**src/hdl/run_length_block_framebuffer_fill_macros.svh**
```systemverilog
// Assertion macros used by the run-length frame fill datapath.
`ifndef RUN_LENGTH_BLOCK_FRAMEBUFFER_FILL_MACROS_SVH
`define RUN_LENGTH_BLOCK_FRAMEBUFFER_FILL_MACROS_SVH

// same-cycle implication, clocked on clk_i, off during reset
`define RLFB_ASSERT_SAME(lbl, ante, cons, msg) \
  lbl: assert property (@(posedge clk_i) disable iff (!rst_ni) (ante) |-> (cons)) \
    else $error(msg);

// next-cycle implication
`define RLFB_ASSERT_NEXT(lbl, ante, cons, msg) \
  lbl: assert property (@(posedge clk_i) disable iff (!rst_ni) (ante) |=> (cons)) \
    else $error(msg);

`endif

```
**src/hdl/rlfb_pkg.sv**
```systemverilog
// Shared constants, codes and controller/datapath types for the run-length frame fill.
package rlfb_pkg;

  localparam int SCREEN_W   = 256;
  localparam int SCREEN_H   = 192;
  localparam int PIXELS     = SCREEN_W * SCREEN_H;
  localparam int PIX_ADDR_W = $clog2(PIXELS);
  localparam int PIX_W      = 16;
  localparam int EXP_W      = 3;
  localparam int AMT_W      = 16;
  localparam int COORD_W    = 8;
  localparam int SUB_W      = 6;
  localparam int IN_W       = 48;
  localparam int OUT_W      = 40;

  localparam logic [EXP_W-1:0]   MAX_EXP   = 3'd6;
  localparam logic [EXP_W-1:0]   RESET_EXP = 3'd2;
  localparam logic [COORD_W:0]   GRID_W0   = (COORD_W+1)'(SCREEN_W);
  localparam logic [COORD_W-1:0] GRID_H0   = COORD_W'(SCREEN_H);

  typedef enum logic [1:0] {
    CMD_START = 2'd0,
    CMD_RUN   = 2'd1,
    CMD_READ  = 2'd2
  } cmd_e;

  typedef enum logic [2:0] {
    ST_INIT,
    ST_IDLE,
    ST_DECODE,
    ST_CLEAR,
    ST_PAINT,
    ST_FINISH
  } state_e;

  typedef struct packed {
    logic in_ready;
    logic load;
    logic clr_start;
    logic clr_step;
    logic run_check;
    logic paint_step;
    logic rd_en;
    logic out_load;
  } ctrl_cmd_t;

  typedef struct packed {
    cmd_e cmd;
    logic run_go;
    logic clr_last;
    logic paint_last;
    logic out_free;
  } dp_stat_t;

endpackage

```
**src/hdl/rlfb_ctrl.sv**
```systemverilog
// Sequencing state machine for the run-length frame fill.
module rlfb_ctrl (
  input  logic                clk_i,
  input  logic                rst_ni,
  input  logic                req_valid_i,
  input  rlfb_pkg::dp_stat_t  stat_i,
  output rlfb_pkg::ctrl_cmd_t cmd_o
);
  import rlfb_pkg::*;

  state_e state_q, state_d;

  always_ff @(posedge clk_i or negedge rst_ni) begin
    if (!rst_ni) begin
      state_q <= ST_INIT;
    end else begin
      state_q <= state_d;
    end
  end

  always_comb begin
    state_d = state_q;
    unique case (state_q)
      ST_INIT: begin
        if (stat_i.clr_last) state_d = ST_IDLE;
      end
      ST_IDLE: begin
        if (req_valid_i) state_d = ST_DECODE;
      end
      ST_DECODE: begin
        unique case (stat_i.cmd)
          CMD_START: state_d = ST_CLEAR;
          CMD_RUN:   state_d = stat_i.run_go ? ST_PAINT : ST_FINISH;
          default:   state_d = ST_FINISH;
        endcase
      end
      ST_CLEAR: begin
        if (stat_i.clr_last) state_d = ST_FINISH;
      end
      ST_PAINT: begin
        if (stat_i.paint_last) state_d = ST_FINISH;
      end
      ST_FINISH: begin
        if (stat_i.out_free) state_d = ST_IDLE;
      end
      default: state_d = ST_INIT;
    endcase
  end

  always_comb begin
    cmd_o = '0;
    unique case (state_q)
      ST_INIT: cmd_o.clr_step = 1'b1;
      ST_IDLE: begin
        cmd_o.in_ready = 1'b1;
        cmd_o.load     = req_valid_i;
      end
      ST_DECODE: begin
        unique case (stat_i.cmd)
          CMD_START: cmd_o.clr_start = 1'b1;
          CMD_RUN:   cmd_o.run_check = 1'b1;
          CMD_READ:  cmd_o.rd_en     = 1'b1;
          default:   cmd_o           = '0;
        endcase
      end
      ST_CLEAR:  cmd_o.clr_step   = 1'b1;
      ST_PAINT:  cmd_o.paint_step = 1'b1;
      ST_FINISH: cmd_o.out_load   = stat_i.out_free;
      default:   cmd_o            = '0;
    endcase
  end

endmodule

```
**config.mk**
```make
export PLATFORM = sky130hd
export DESIGN_NAME = rlfb_ctrl
export DESIGN_NICKNAME = d
export VERILOG_FILES = /design/src/hdl/run_length_block_framebuffer_fill_macros.svh /design/src/hdl/rlfb_pkg.sv /design/src/hdl/rlfb_ctrl.sv
export SDC_FILE = /design/constraint.sdc
export NUM_CORES = 1
export LEC_CHECK = 0
export BUFFER_PORTS_ARGS = -buffer_cell sky130_fd_sc_hd__clkbuf_2
export CAP_MARGIN = 10
export CELL_PAD_IN_SITES_DETAIL_PLACEMENT = 1
export CELL_PAD_IN_SITES_GLOBAL_PLACEMENT = 2
export CORE_AREA = 2 2 39 41
export CTS_BUF_LIST = sky130_fd_sc_hd__clkbuf_16
export DETAILED_ROUTE_END_ITERATION = 8
export DIE_AREA = 0 0 41 43
export GPL_TIMING_DRIVEN = 0
export PLACE_DENSITY = 0.76
export SYNTH_ARGS = -nofsm -noshare
export SYNTH_HDL_FRONTEND = slang
export SYNTH_SLANG_ARGS = --single-unit
export TNS_END_PERCENT = 30
```
**constraint.sdc**
```tcl
create_clock -name clk_i -period 2.3 [get_ports clk_i]
set_input_delay 0.23 -clock clk_i [delete_from_list [all_inputs] [get_ports clk_i]]
set_output_delay 0.23 -clock clk_i [all_outputs]
set_load 0.05 [all_outputs]
```
After elaboration in Yosys (flattened, before gate mapping)

Cells that the tools add are included.

Equality and inequality tests: 12
Muxes and demuxes: 18
Reduce and logical (&&, ||, !) cells: 4

Operators with widths:

| cell                                                             | count |
|---|---|
| 3-bit case mux with 6 select lines                               | 1 |
| 3-bit two-way mux                                                | 5 |
| 1-bit two-way mux                                                | 10 |
| 2-bit != test (second input constant)                            | 5 |
| 3-bit by 2-bit == test with 1-bit output (second input constant) | 2 |
| 3-bit == test (second input constant)                            | 2 |
| 3-bit case mux with 2 select lines                               | 1 |
| 5-bit AND reduction                                              | 1 |
| 3-bit by 1-bit == test with 1-bit output (second input constant) | 1 |
| 3-bit logical NOT                                                | 1 |
| 2-bit by 1-bit == test with 1-bit output (second input constant) | 1 |
| 2-bit == test (second input constant)                            | 1 |
| 2-bit logical NOT                                                | 1 |
| 2-bit two-way mux                                                | 1 |
| 2-bit OR reduction                                               | 1 |

Register bits after elaboration: 3
Bits of input ports: 9
Output and inout port bits: 8

Longest topological paths before layout

Word-level depth: 3
Mapped depth: 5
Depth with buffers taken out: 4

Worst setup path after synthesis

OpenSTA, ideal clock, no wires.

Path type: reg-to-output
Start point: register state_q[2]
End point: output port cmd_o[1] (netlist bit)
Arrival time: 2.279 ns
Data required time: 2.070 ns
Path slack: -0.209 ns
Stages on the path, launching flop included: 3
Path buffers: 0
Path through: dfrtp_1 > nand2b_1 > nor4b_1

RTL lines:

| element                | line            | RTL |
|---|---|---|
| from (decl)            | rlfb_ctrl.sv:11 | `state_e state_q, state_d;` |
| from (signal assigned) | rlfb_ctrl.sv:17 | `state_q <= state_d;` |
| to (decl)              | rlfb_ctrl.sv:7  | `output rlfb_pkg::ctrl_cmd_t cmd_o` |

==> results.md <==
* # setup viols final at 0
* Die area at 0.00176 mm2
* Startpoint Class: register
* Area grow syn2layout at 72.2%
* Complex-gate fraction of the synthesized area at 0.250
* Largest net degree at the start of global routing at 11
* I/O pin total at 17
* Largest register FFs at 3
* Clk buf depth at 2
* # rows at 14
* Antenna diode count at 0
* Share of the synthesized area in the top cell type at 0.278
* Initial antenna violation count at 0
* Ys flop type: dfrtp_1
* Mapped cell area at 270 um2
* H-tree Lvls at 1
* Fill cell count at 172
* Layout cell share with drive strength beyond 1 at 0.500
* Clock skew at 0.00134 ns
* Tmin final at 1.71 ns
* Fin area at 465 um2
* Worst-Margin Slew at 0.311 ns
* DRC Markers at 0
* DPL Wire Length at 560 um
* Final cycle utilization of the critical path at 0.744
* Post-Synth XOR/XNOR Area at 0.0324
* Root buffer cell: clkbuf_16
* Height of the die at 43 um
* Critical path arrival at 1.48 ns
* YS warnings at 0
* Mux cell area share after synthesis at 0.0556
* VDD IR max at 1070 uV
* Iteration-0 DRC Markers at 1
* WL/cell at 12.6 um
* Vias in the first global route at 300
* Maximum clock rate at 0.584 GHz
* Slew HR at 0.791
* Commonest cells after routing, fill and taps aside: clkbuf_2, nor2_1, clkbuf_16, dfrtp_1
* Final TNS setup at 0 ns
* Via density at 4.49
* Slew Viols, Final at 0
* Power Density at 1740 mW/mm2
* Commonest non-fill, non-tap cell in the layout: clkbuf_2
* # Max-Cap Violations at 0
* RSZ-0062 raised after global routing: no
* Num CTS Buffers at 3
* Async set-reset flop share out of synthesis at 1.00
* GRT Util Overall at 0.123
* TritonCTS clock tree: built
* Critical-path top delay cell: dfrtp_1
* Flop and latch count out of synthesis at 3
* Sink Count at 3
* Syn_nets at 40
* PnR worst setup slack at 0.589 ns
* Port bufs at 16
* Biggest regs: state_q: 3 flops
* Reg clk slew, reported paths at 0.03 ns
* Drt pass-1 iters at 2
* Clk_lat worst skew at 0.22 ns
* DP Area at 377 um2
* Setup WS pre-CTS at 0.802 ns
* Largest Register: state_q
* Final Power at 811 uW
* Final WL at 860 um
* Core ar. at 0.00138 mm2
* Worst Hold Class: input port to register
* Nature of the critical path endpoint: output port
* Syn avg cell area at 8.72 um2
* Total number of vias at 305
* Worst Path Max Fanout at 10
* Delay-heaviest family, CP: simple AND/OR/NAND/NOR gates
* Largest family of logic cells by synthesized area: simple AND/OR/NAND/NOR gates
* EDFF count, synth at 0
* Crit path kind: register to output port
* Mapped Cells at 31
* Sequential cell area fraction in the yosys report at 0.278
* CP required at 2.07 ns
* Worst path cell trace: buf_6 -> nor3_1 -> nor2b_1 -> clkbuf_2
* Final #Nets at 62
* CP peak stage delay at 0.36 ns
* Setup Fix Bufs, Post-CTS at 0
* Post-route ant nets at 0
* Yosys cell types at 22
* Initial Utilization at 0.195
* Area contributors post-synth: dfrtp_1, o32ai_2, mux2_4
* Placer Congestion at 0.672
* Final hold slack at 0.324 ns
* Worst Path Buf+Inv at 2
* Die width at 41 um
* Post-synth top area cell: dfrtp_1
* Final hold violations at 0
* Status: completed
* Synth Area in Adders at 0
* Synth Area in Simple Gates at 0.310
* Leak pwr at 0.224 nW
* Gr ovfl total at 0
* First-pass GRT wire length at 1320 um
power breakdown:
group	total (mW)	switching [mW]	leakage, nW	internal, mW
clock network	0.272	0.0479	0.0423	0.224
registers	0.0953	0.0185	0.0363	0.0768
logic	0.443	0.301	0.145	0.142
through the flow:
step	instances	util
final	68	0.336
after global routing	68	0.336
after CTS	68	0.336
after detailed placement	63	0.272
after global placement	63	0.272
after floorplan	31	-
Yosys cell counts, drive strengths merged, types with 2 or more instances:
| cell type | instances |
|---|---|
| buf | 2 |
| nand2b | 2 |
| o32ai | 2 |
| dfrtp | 3 |
| and2 | 2 |
| nor3 | 2 |
| nor2 | 4 |
| nor2b | 2 |
| a21oi | 2 |
routing by layer:
layer | wire [um] | up-vias | GRT usage
li1 | - | 156 | -
met1 | 333 | 138 | 0.133
met2 | 467 | 11 | 0.178
met3 | 59 | 0 | 0.0628
met4 | 0 | 0 | 0.0800
met5 | 0 | - | 0
cell type report:
cell class | instances | area [um2] | area share
inverter | 1 | 3.75 | 0.00806
buffer | 2 | 16.3 | 0.0349
tap | 16 | 20.0 | 0.0430
sequential | 3 | 75.1 | 0.161
clock buffer | 3 | 75.1 | 0.161
clock inverter | 1 | 3.75 | 0.00806
timing repair buffer | 17 | 90.1 | 0.194
multi-input combinational | 25 | 181 | 0.390
worst paths after layout:
kind	cells after the start	from	slack, ns	endpoint
worst max-delay path	4	state_q[0]	0.59	cmd_o[5]
min in group asynchronous	2	rst_ni	0.36	state_q[2]
worst min-delay path	3	req_valid_i	0.32	state_q[0]
worst min register to register	1	state_q[2]	0.59	state_q[1]
max in group asynchronous	2	rst_ni	1.83	state_q[1]
worst max register to register	5	state_q[0]	0.87	state_q[2]
kinds of logic after synthesis:
group / count (synthesis)
AO/OA/AOI/OAI: 8
XOR/XNOR: 1
buffers and inverters: 3
flip-flops: 3
multiplexers: 1
AND/OR/NAND/NOR: 15
what timing repair did:
action                     CTS  global route
hold buffers                 1             0
setup endpoints to repair    0             0
hold endpoints to repair     3             0
gates resized for setup      0             0
worst reg2reg max path, stage by stage, from the launching register on:
cell and delay, ns:
dfrtp_1 0.36, buf_6 0.14, mux2_4 0.29, o21a_1 0.17, o32ai_2 0.18, o32ai_1 0.15
Power figures use the tool's default switching activity.
